[src/sv/i2p_pkg.sv]
// Package: operator codes, precedence tables and character decode for the converter.
`timescale 1ns / 1ps

package i2p_pkg;

  localparam int STACK_DEPTH_DEF = 32;

  localparam int CODE_W = 3;
  localparam int PREC_W = 7;
  localparam int SYM_W  = 8;
  localparam int STAT_W = 2;

  typedef logic [CODE_W-1:0] code_t;
  typedef logic [SYM_W-1:0]  sym_t;
  typedef logic [STAT_W-1:0] stat_t;
  typedef logic [PREC_W-1:0] prec_t;

  localparam code_t OP_PLUS  = 3'd0;
  localparam code_t OP_MINUS = 3'd1;
  localparam code_t OP_MUL   = 3'd2;
  localparam code_t OP_MOD   = 3'd3;
  localparam code_t OP_DIV   = 3'd4;
  localparam code_t OP_POW   = 3'd5;
  localparam code_t OP_OPEN  = 3'd6;
  localparam code_t OP_NONE  = 3'd7;

  localparam stat_t ST_SYMBOL   = 2'd0;
  localparam stat_t ST_DONE     = 2'd1;
  localparam stat_t ST_UNBAL    = 2'd2;
  localparam stat_t ST_OVERFLOW = 2'd3;

  localparam sym_t CH_PLUS  = 8'h2B;
  localparam sym_t CH_MINUS = 8'h2D;
  localparam sym_t CH_MUL   = 8'h2A;
  localparam sym_t CH_MOD   = 8'h25;
  localparam sym_t CH_DIV   = 8'h2F;
  localparam sym_t CH_POW   = 8'h5E;
  localparam sym_t CH_OPEN  = 8'h28;
  localparam sym_t CH_CLOSE = 8'h29;

  function automatic code_t op_code(input sym_t c);
    case (c)
      CH_PLUS:  op_code = OP_PLUS;
      CH_MINUS: op_code = OP_MINUS;
      CH_MUL:   op_code = OP_MUL;
      CH_MOD:   op_code = OP_MOD;
      CH_DIV:   op_code = OP_DIV;
      CH_POW:   op_code = OP_POW;
      CH_OPEN:  op_code = OP_OPEN;
      default:  op_code = OP_NONE;
    endcase
  endfunction

  function automatic logic is_operand(input sym_t c);
    is_operand = (c >= 8'd48 && c <= 8'd57) || (c >= 8'd65 && c <= 8'd90) ||
                 (c >= 8'd97 && c <= 8'd122);
  endfunction

  function automatic sym_t op_char(input code_t k);
    case (k)
      OP_PLUS:  op_char = CH_PLUS;
      OP_MINUS: op_char = CH_MINUS;
      OP_MUL:   op_char = CH_MUL;
      OP_MOD:   op_char = CH_MOD;
      OP_DIV:   op_char = CH_DIV;
      OP_POW:   op_char = CH_POW;
      default:  op_char = CH_OPEN;
    endcase
  endfunction

  function automatic prec_t prec_in(input code_t k);
    case (k)
      OP_PLUS, OP_MINUS:        prec_in = 7'd2;
      OP_MUL, OP_MOD, OP_DIV:   prec_in = 7'd4;
      OP_POW:                   prec_in = 7'd5;
      default:                  prec_in = 7'd0;
    endcase
  endfunction

  function automatic prec_t prec_out(input code_t k);
    case (k)
      OP_PLUS, OP_MINUS:        prec_out = 7'd1;
      OP_MUL, OP_MOD, OP_DIV:   prec_out = 7'd3;
      OP_POW:                   prec_out = 7'd6;
      default:                  prec_out = 7'd100;
    endcase
  endfunction

endpackage

[src/sv/i2p_ram.sv]
// Generic single-port-write, single-read RAM with registered read data.
`timescale 1ns / 1ps

module i2p_ram #(
  parameter int WIDTH = 8,
  parameter int DEPTH = 32,
  localparam int ADDR_W = $clog2(DEPTH)
) (
  input  logic              clk,
  input  logic              we,
  input  logic [ADDR_W-1:0] waddr,
  input  logic [WIDTH-1:0]  wdata,
  input  logic [ADDR_W-1:0] raddr,
  output logic [WIDTH-1:0]  rdata
);

  logic [WIDTH-1:0] mem [DEPTH];

  always_ff @(posedge clk) begin
    if (we) begin
      mem[waddr] <= wdata;
    end
    rdata <= mem[raddr];
  end

endmodule

[src/sv/infix_to_postfix_converter.sv]
// Top level: shunting-yard infix to postfix converter with RAM operator stack.
//
// Input channel (in_valid/in_ready): one ASCII symbol per transaction, or an
// end-of-expression transaction with finish set. Operands pass out at once,
// operators are held on a stack of STACK_DEPTH entries and leave in postfix
// order. The end transaction flushes the stack and closes with one status
// result (complete or unbalanced parenthesis; overflow comes from a push).
// Output channel (out_valid/out_ready): out_symbol, status, last; last marks
// the final result caused by one input transaction.
// Timing: in_ready is high only while the sequencer is idle. Each operator
// pop costs a stack RAM read (registered, state S_WAIT) and a decision in
// state S_TOP. Results are held back one step so that last can be set on
// the final one.
// A stalled receiver holds the output register; the sequencer then waits
// before producing the next result. Reset (rst, synchronous) empties the
// stack and clears the error/discard flag; RAM contents need no clearing.
`timescale 1ns / 1ps

module infix_to_postfix_converter
  import i2p_pkg::*;
#(
  parameter int STACK_DEPTH = STACK_DEPTH_DEF
) (
  input  logic       clk,
  input  logic       rst,
  input  logic       in_valid,
  output logic       in_ready,
  input  logic [7:0] symbol,
  input  logic       finish,
  output logic       out_valid,
  input  logic       out_ready,
  output logic [7:0] out_symbol,
  output logic [1:0] status,
  output logic       last
);

  localparam int CNT_W  = $clog2(STACK_DEPTH + 1);
  localparam int ADDR_W = $clog2(STACK_DEPTH);

  typedef enum logic [1:0] {S_IDLE, S_WAIT, S_TOP, S_DRAIN} state_t;
  typedef enum logic [1:0] {M_FLUSH, M_OPER, M_CLOSE} mode_t;

  state_t           state, state_next;
  mode_t            mode, mode_next;
  code_t            code, code_next;
  logic [CNT_W-1:0] count, count_next;
  logic             discarding, discarding_next;
  logic             pend_valid, pend_valid_next;
  sym_t             pend_sym, pend_sym_next;
  stat_t            pend_stat, pend_stat_next;
  logic             out_valid_next;
  sym_t             out_symbol_next;
  stat_t            status_next;
  logic             last_next;

  logic             ram_we;
  logic [CNT_W-1:0] top_idx;
  code_t            rdata;
  code_t            top;
  logic             empty;
  logic             slot_free;
  logic             stall;
  logic             produce;
  sym_t             prod_sym;
  stat_t            prod_stat;
  code_t            in_code;

  assign top_idx   = count - CNT_W'(1);
  assign top       = (rdata > OP_OPEN) ? OP_OPEN : rdata;
  assign empty     = (count == '0);
  assign slot_free = !out_valid || out_ready;
  assign stall     = pend_valid && !slot_free;
  assign in_ready  = (state == S_IDLE);
  assign in_code   = op_code(symbol);

  i2p_ram #(
    .WIDTH(CODE_W),
    .DEPTH(STACK_DEPTH)
  ) u_stack (
    .clk  (clk),
    .we   (ram_we),
    .waddr(count[ADDR_W-1:0]),
    .wdata(code),
    .raddr(top_idx[ADDR_W-1:0]),
    .rdata(rdata)
  );

  always_comb begin
    state_next      = state;
    mode_next       = mode;
    code_next       = code;
    count_next      = count;
    discarding_next = discarding;
    pend_valid_next = pend_valid;
    pend_sym_next   = pend_sym;
    pend_stat_next  = pend_stat;
    out_valid_next  = out_valid && !out_ready;
    out_symbol_next = out_symbol;
    status_next     = status;
    last_next       = last;
    ram_we          = 1'b0;
    produce         = 1'b0;
    prod_sym        = '0;
    prod_stat       = ST_SYMBOL;

    case (state)
      S_IDLE: begin
        if (in_valid) begin
          code_next = in_code;
          if (finish) begin
            if (discarding) begin
              pend_valid_next = 1'b1;
              pend_sym_next   = '0;
              pend_stat_next  = ST_DONE;
              count_next      = '0;
              discarding_next = 1'b0;
              state_next      = S_DRAIN;
            end else begin
              mode_next  = M_FLUSH;
              state_next = S_TOP;
            end
          end else if (!discarding) begin
            if (is_operand(symbol)) begin
              pend_valid_next = 1'b1;
              pend_sym_next   = symbol;
              pend_stat_next  = ST_SYMBOL;
              state_next      = S_DRAIN;
            end else if (in_code != OP_NONE) begin
              mode_next  = M_OPER;
              state_next = S_TOP;
            end else if (symbol == CH_CLOSE) begin
              mode_next  = M_CLOSE;
              state_next = S_TOP;
            end
          end
        end
      end
      S_WAIT: begin
        state_next = S_TOP;
      end
      S_TOP: begin
        if (!stall) begin
          case (mode)
            M_FLUSH: begin
              produce = 1'b1;
              if (empty) begin
                prod_stat       = ST_DONE;
                discarding_next = 1'b0;
                state_next      = S_DRAIN;
              end else if (top == OP_OPEN) begin
                prod_stat       = ST_UNBAL;
                count_next      = '0;
                discarding_next = 1'b0;
                state_next      = S_DRAIN;
              end else begin
                prod_sym   = op_char(top);
                count_next = top_idx;
                state_next = S_WAIT;
              end
            end
            M_OPER: begin
              if (!empty && prec_out(code) < prec_in(top)) begin
                produce    = 1'b1;
                prod_sym   = op_char(top);
                count_next = top_idx;
                state_next = S_WAIT;
              end else if (count == CNT_W'(STACK_DEPTH)) begin
                produce         = 1'b1;
                prod_stat       = ST_OVERFLOW;
                count_next      = '0;
                discarding_next = 1'b1;
                state_next      = S_DRAIN;
              end else begin
                ram_we     = 1'b1;
                count_next = count + CNT_W'(1);
                state_next = S_DRAIN;
              end
            end
            default: begin
              if (empty) begin
                produce         = 1'b1;
                prod_stat       = ST_UNBAL;
                discarding_next = 1'b1;
                state_next      = S_DRAIN;
              end else begin
                count_next = top_idx;
                if (top == OP_OPEN) begin
                  state_next = S_DRAIN;
                end else begin
                  produce    = 1'b1;
                  prod_sym   = op_char(top);
                  state_next = S_WAIT;
                end
              end
            end
          endcase
        end
      end
      default: begin
        // hand the held-back result out as the final one
        if (!pend_valid) begin
          state_next = S_IDLE;
        end else if (slot_free) begin
          out_valid_next  = 1'b1;
          out_symbol_next = pend_sym;
          status_next     = pend_stat;
          last_next       = 1'b1;
          pend_valid_next = 1'b0;
          state_next      = S_IDLE;
        end
      end
    endcase

    if (produce) begin
      if (pend_valid) begin
        out_valid_next  = 1'b1;
        out_symbol_next = pend_sym;
        status_next     = pend_stat;
        last_next       = 1'b0;
      end
      pend_valid_next = 1'b1;
      pend_sym_next   = prod_sym;
      pend_stat_next  = prod_stat;
    end
  end

  always_ff @(posedge clk) begin
    if (rst) begin
      state      <= S_IDLE;
      mode       <= M_FLUSH;
      count      <= '0;
      discarding <= 1'b0;
      pend_valid <= 1'b0;
      out_valid  <= 1'b0;
    end else begin
      state      <= state_next;
      mode       <= mode_next;
      count      <= count_next;
      discarding <= discarding_next;
      pend_valid <= pend_valid_next;
      out_valid  <= out_valid_next;
    end
    code       <= code_next;
    pend_sym   <= pend_sym_next;
    pend_stat  <= pend_stat_next;
    out_symbol <= out_symbol_next;
    status     <= status_next;
    last       <= last_next;
  end

endmodule
[config.mk]
export PLATFORM = sky130hd
export DESIGN_NAME = infix_to_postfix_converter
export DESIGN_NICKNAME = d
export VERILOG_FILES = /design/src/sv/i2p_pkg.sv /design/src/sv/i2p_ram.sv /design/src/sv/infix_to_postfix_converter.sv
export SDC_FILE = /design/constraint.sdc
export NUM_CORES = 1
export LEC_CHECK = 0
export BUFFER_PORTS_ARGS = -buffer_cell sky130_fd_sc_hd__buf_4
export CORE_ASPECT_RATIO = 0.8
export CORE_MARGIN = 3
export CORE_UTILIZATION = 40
export CTS_BUF_LIST = sky130_fd_sc_hd__clkbuf_8
export DETAILED_ROUTE_END_ITERATION = 12
export SLEW_MARGIN = 20
export SYNTH_ARGS = -nofsm -noshare
export SYNTH_HDL_FRONTEND = slang
export SYNTH_SLANG_ARGS = --single-unit
export TNS_END_PERCENT = 5
[constraint.sdc]
create_clock -name clk -period 2.94 [get_ports clk]
set_input_delay 0.588 -clock clk [delete_from_list [all_inputs] [get_ports clk]]
set_output_delay 0.588 -clock clk [all_outputs]
set_load 0.01 [all_outputs]
Yosys cells after proc, flatten, opt, wreduce, memory -nomap -nowiden
Memories as Yosys holds them, arrays and structs flattened. A register that Yosys moved wholly into a read port is not among the register bits.
Cells that the tools add are included.
Storage, ports and cells
  flip-flop bits (word level): 37
  RAM bits: 96
  bits of input ports: 13
  output and inout port bits: 13
  word-level logic and storage cells: 228
  memories kept: 1
Memory list
  u_stack.mem: words 32, width 3, rd ports 1, clocked after Yosys merged registers in 1, wr ports 1, RTL line i2p_ram.sv:17  | logic [WIDTH-1:0] mem [DEPTH];
Operators by class
  $add $sub $neg: 2
  order comparisons: 8
  eq/ne operators: 45
  mux-type cells: 123
  bitwise operators: 1
  reduce and logical (&&, ||, !) cells: 36
Operators by type and width (count)
  $mux W8: 18
  $mux W2: 37
  $eq A8 B6 Y1 const B: 7
  $mux W6: 9
  $mux W7: 6
  $pmux W7 S6: 1
  $mux W1: 40
  $pmux W6 S2: 2
  $pmux W3 S7: 1
  $pmux W7 S3: 1
  $reduce_and A5 Y1: 4
  $ge A8 B7 Y1 const B: 2
  $le A8 B7 Y1 const B: 2
  $eq A3 B3 Y1 const B: 5
  $ne A3 B3 Y1 const B: 5
  $eq A3 B2 Y1 const B: 4
  $ne A3 B2 Y1 const B: 3
  $pmux W3 S3: 1
  $reduce_or A3 Y1: 3
  $eq A8 B7 Y1 const B: 1
  $ge A8 B6 Y1 const B: 1
  $le A8 B6 Y1 const B: 1
  $ne A4 B2 Y1 const B: 2
  $pmux W1 S2: 4
  32 further kinds: 55

Logic depth before layout (Yosys ltp)
  depth in word-level cells: 16
  gate-level depth with buffers: 12
  depth with buffers taken out: 10

Hierarchy
Synthesis repeated with hierarchy kept, for this count alone.
Unflattened totals
  cell total of the unflattened synthesis: 488
  area, all modules: 6703.9 um2
By module, submodules not included
  i2p_ram: instances 1, cells each 185, area an instance 3916.3 um2, seq. area each 2942.8 um2
  infix_to_postfix_converter: instances 1, cells each 303, area an instance 2787.7 um2, seq. area each 980.9 um2

Least setup slack after synthesis
OpenSTA, ideal clock, no wires.
  kind: reg2reg
  start: register code[1]
  end: register pend_stat[0], enable pin
  library setup time: 0.339 ns
  arrival: 2.913 ns
  required time: 2.601 ns
  slack: -0.312 ns
  stages on the path, launching flop included: 10
  path through: edfxtp_1 -> ha_1 -> a31o_2 -> ha_1 -> a211oi_1 -> o41ai_2 -> o21ai_1 -> o211ai_2 -> buf_2 -> nand2_1
Between the ends
  word-level cells in the longest chain between the ends: 14
  elaborated cells on any way between the ends: 24
RTL lines
  from (decl): RTL line infix_to_postfix_converter.sv:45  | code_t code, code_next;
  from (signal assigned): RTL line infix_to_postfix_converter.sv:243  | code <= code_next;
  $eq A3 B2 Y1 (tied with other cells): RTL line i2p_pkg.sv:81  | case (k)
  $reduce_or A3 Y1 or $reduce_or A2 Y1 (tied branches): RTL line i2p_pkg.sv:81
  $pmux W7 S3 (*): RTL line i2p_pkg.sv:81
  $mux W7 (*): RTL line infix_to_postfix_converter.sv:143  | case (mode)
  $mux W7 (*): RTL line infix_to_postfix_converter.sv:142  | if (!stall) begin
  $mux W7 (*): RTL line infix_to_postfix_converter.sv:106  | case (state)
  $lt A7 B7 Y1 (*): RTL line infix_to_postfix_converter.sv:162  | if (!empty && prec_out(code) < prec_in(top)) begin
  $logic_and A1 B1 Y1 (*): RTL line infix_to_postfix_converter.sv:162
  $mux W1 (*): RTL line infix_to_postfix_converter.sv:162
  $pmux W1 S2 (*): RTL line infix_to_postfix_converter.sv:143
  $mux W1 (*): RTL line infix_to_postfix_converter.sv:142
  $mux W1 (*): RTL line infix_to_postfix_converter.sv:106
  $ne A3 B1 Y1 (no line) (tied with other cells)
  $reduce_and A5 Y1 (no line) (*)
  to (signal assigned): RTL line infix_to_postfix_converter.sv:245  | pend_stat <= pend_stat_next;
  to (decl): RTL line infix_to_postfix_converter.sv:50  | stat_t pend_stat, pend_stat_next;
Mark *: on every way between the ends. The rest lies on a longest branch, timed or not. The select of a mux whose other input is x is not followed.
A chain may end at the register's enable or synchronous reset.

Final worst setup path
  start: register code[2]
  end: memory u_stack.mem[4][2] (netlist name), enable pin
Between the ends
  word-level cells in the longest chain between the ends: 14
  elaborated cells on any way between the ends: 20
RTL lines
  $eq A3 B2 Y1 (tied with other cells): RTL line i2p_pkg.sv:81
  $reduce_or A3 Y1 or $reduce_or A2 Y1 (tied branches): RTL line i2p_pkg.sv:81
  $pmux W7 S3 (*): RTL line i2p_pkg.sv:81
  $mux W7 (*): RTL line infix_to_postfix_converter.sv:143
  $mux W7 (*): RTL line infix_to_postfix_converter.sv:142
  $mux W7 (*): RTL line infix_to_postfix_converter.sv:106
  $lt A7 B7 Y1 (*): RTL line infix_to_postfix_converter.sv:162
  $logic_and A1 B1 Y1 (*): RTL line infix_to_postfix_converter.sv:162
  $mux W1 (*): RTL line infix_to_postfix_converter.sv:162
  $mux W1 (*): RTL line infix_to_postfix_converter.sv:143
  $mux W1 (*): RTL line infix_to_postfix_converter.sv:142
  $mux W1 (*): RTL line infix_to_postfix_converter.sv:106
  $mux W1 (*): RTL line i2p_ram.sv:20  | if (we) begin
  $mux W1 (not written as such) (*): RTL line i2p_ram.sv:21  | mem[waddr] <= wdata;
  to (decl): RTL line i2p_ram.sv:17
Marked as above.

==> results.ini <==
[yosys]
synth-seq-area-share_pct = 61.1
post_synth_main_area_contributors = edfxtp_1, mux4_2, dfxtp_1, nor2_1, ha_1
synth.lib_cells_used.distinct = 64
ys_async_sr_fraction_pct = 0
synth-warning-count = 0
synth_top_area_share_pct = 56.2
synth_enable_flop_cells = 120
synth_fp_nets = 483
synth.largest_area_cell = edfxtp_1
netlist_instances = 457
synth-main-ff-cell = edfxtp_1
synth-seq-cells = 136
syn-cell-area_um2 = 6420
synthesis.area_per_instance_um2 = 14.0

[die]
num_rows = 40
core_area_um2 = 15400
die_height_um = 119
start_util_pct = 41.8
floorplan.die.width_um = 148
num_io_pins = 26
die-area_um2 = 17600

[pwr]
powerDensity_nw_per_um2 = 601
comb_power_share_pct = 17.5
internal_power_mw = 3.35
clockPowerShare_pct = 35.6
power_switching_mw = 1.29
pwr-share-seq_pct = 46.9
swShare_pct = 27.7
vdd.ir_drop.worst_v = 0.000292
power_leakage_nw = 2.49

[grt]
grt_max_degree = 35
number_of_global_route_vias_before_repair = 4097
gr-usage-met1_pct = 25.4
global_route.peak_usage_layer = met1
antenna_violations_before_repair = 0
grt_use_met3_pct = 4.18
first_pass_grt_wire_length_um = 22800
grt_util_all_layers_pct = 16.8
grt_overflow_total = 0
grt_use_met2_pct = 24.1

[critical_path]
reg2reg_slack_ns = 0.04
slowest_stage = edfxtp_1
critical_path.max_fanout = 8
timing.critical_path.from_type = flip-flop
r2r_end = u_stack.mem[4][2]
worstSetupPathType = reg2reg
end_kind = flip-flop
critical_path.startpoint = code[2]
cp_slowest_stage_delay_ns = 0.46
gate_family_responsible_for_the_most_delay_along_the_worst_path = compound AO/OA/AOI/OAI gates
worst-endpoint-required_ns = 3.09
crit_cells = 10
r2r.worst_path.cells = 10
crit_arrival_ns = 3.05
worstPathBufferInverterCount = 1
cell_by_cell_listing_of_the_critical_path = ha_2, a31o_2, ha_4, nand2_1, o41ai_4, o31ai_4, a2111oi_4, buf_6, nand2_4, nor2_2
setup.worst_path.end = u_stack.mem[4][2]
rr_startpoint = code[2]

[cells_and_area]
multi_input_area_um2 = 2590
area_growth_syn_to_layout_pct = 20.1
total_number_of_nets_in_the_final_design = 537
layout-drive-gt1-share_pct = 35.7
post_layout_nonfiller_instances = 734
fillerInstances = 1326
n_antenna_cell = 0
register_area_um2 = 3930

[placement]
placed_cells_incl_taps = 701
dp_worst_setup_slack_ns = -0.0877
io_buffer_count = 25
gp_routability_congestion = 0.850
dp_hpwl_um = 9610

[routing]
vias_per_cell = 5.60
drc = 0
drt_wl_total_um = 14300
route.vias.total = 4109
route.detailed.wl_per_inst_um = 19.4
drtPass1Iterations = 5
drtIter0Drc = 350
drtAntennaViolNets = 0

[timing]
setup_slack_ns = 0.0356
timing.max_slew.rel_slack_pct = 51.4
layout_worst_path_cycle_share_pct = 98.8
rsz0062_at_grt = yes
timing_worst_slew_pin_value_ns = 0.718
setup_viol_count_final = 0
post-route-min-period_ns = 2.90
slew_violations = 0
worst_clock_skew_ns = 0.0166
maxClockFrequency_mhz = 344
finalHoldViolations = 0
final.setup.tns_ns = 0

[clocking]
cts.root.buffer_cell = clkbuf_8
tritoncts = done
clockBufferDepth = 2
worst_skew_pair.late_latency_ns = 0.45
clk_pin_slew_worst_paths_ns = 0.08
cts.htree.levels = 4
post_cts_hold_buffer_count = 0
cts-buffers-inserted = 17
cts_num_sinks = 136

[hold_path]
worst_hold_path_type = in2reg
hold_path.startpoint = rst

[run_status]
outcome = finished, final reports clean

[job]
timing.max_cap.violations = 0

==> worst min-delay path by stage <==
stage,slack (ns),end,cells past startpoint
2_1_floorplan,0.48,discarding,2
3_3_place_gp,0.50,flip-flop,1
3_5_place_dp,0.51,flip-flop,1
4_1_cts,0.38,state[0],2
5_1_grt,0.39,state[0],2
6_report,0.40,state[0],2
==> power groups by stage <==
stage               registers, mW  clock network [mW]  logic, mW
finish                       2.17                1.65      0.810
global route                 2.18                1.77      0.888
CTS                          2.17                1.67      0.762
detailed placement           2.22                   0      0.757
global placement             2.21                   0      0.747
floorplan                    2.22                   0      0.501
==> layout by cell type, fill, tap and decap left out, drive strengths merged, types with 3 or more instances in the layout <==
cell type / synthesis / final
and3: 3 / 3
nand3b: 5 / 5
mux2i: 6 / 6
nand2b: 5 / 5
ha: 13 / 13
inv: 18 / 24
nor2: 48 / 48
or3: 4 / 4
o211ai: 6 / 6
buf: 7 / 57
mux4: 30 / 30
mux2: 5 / 5
nand3: 9 / 9
edfxtp: 120 / 120
a21oi: 12 / 12
xnor2: 4 / 4
clkbuf: 15 / 17
o31a: 3 / 3
nor3: 15 / 15
a21o: 3 / 3
a31o: 3 / 3
a211oi: 5 / 5
clkinv: 0 / 4
dfxtp: 16 / 16
nand2: 26 / 26
nor2b: 6 / 6
o31ai: 7 / 7
and2: 11 / 11
o21ai: 18 / 18
bufinv: 0 / 3
==> cell type report <==
type	count	area share, %
sequential	136	50.9
multi-input combinational	281	33.5
timing repair buffer	57	5.76
tap	210	3.41
clock buffer	17	3.03
clock inverter	15	2.47
inverter	18	0.876
==> through the flow <==
stage / instance area [um2] / power, mW / hold WS (ns) / utilization [%]
floorplan: 6470 / 2.72 / 0.483 / -
global route: 7710 / 4.84 / 0.389 / 50.2
finish: 7710 / 4.64 / 0.401 / 50.2
detailed placement: 7070 / 2.97 / 0.506 / 46.0
global placement: 7070 / 2.96 / 0.503 / 46.0
CTS: 7520 / 4.61 / 0.376 / 48.9
==> sequential cells by signal, indices dropped and copies added, names as in the netlist, named ones only <==
register	flops
code	3
count	6
discarding	1
mode	2
out_valid	1
pend_stat	2
pend_sym	8
pend_valid	1
state	2
u_stack.mem	96
u_stack.rdata	3
==> cells in the mapped netlist (all sizes together), types with 4 or more instances <==
cell type  instances
edfxtp           120
nor2              48
mux4              30
nand2             26
inv               18
o21ai             18
dfxtp             16
clkbuf            15
nor3              15
ha                13
a21oi             12
and2              11
nand3              9
buf                7
o31ai              7
mux2i              6
nor2b              6
o211ai             6
a211oi             5
mux2               5
nand2b             5
nand3b             5
or3                4
xnor2              4
==> worst reg2reg max path, delay by kind of cell, from the launching register on <==
family	cells	cell delay, ns
compound gates	4	0.96
buf+inv	1	0.20
flops	1	0.46
fa+ha+maj	2	0.51
simple gates	3	0.48
==> what timing repair did <==
| action | in CTS | in global routing |
|---|---|---|
| setup buffers | 0 | 1 |
| resized for setup | 11 | 43 |
| setup endpoints to repair | 94 | 141 |
==> layer usage <==
layer	vias to the layer above	wire, um
li1	1880	-
met5	-	0
met2	111	6510
met1	2106	6830
met4	0	144
met3	12	768
==> kinds of logic after synthesis <==
logic type,count (synthesis),share of synthesized area (%)
compound gates,81,9.65
xor+xnor,5,0.682
mux,41,12.3
buf+inv,40,2.55
simple gates,141,11.1
flops,136,61.1
fa+ha+maj,13,2.53
(Power assumes the default switching activity.)
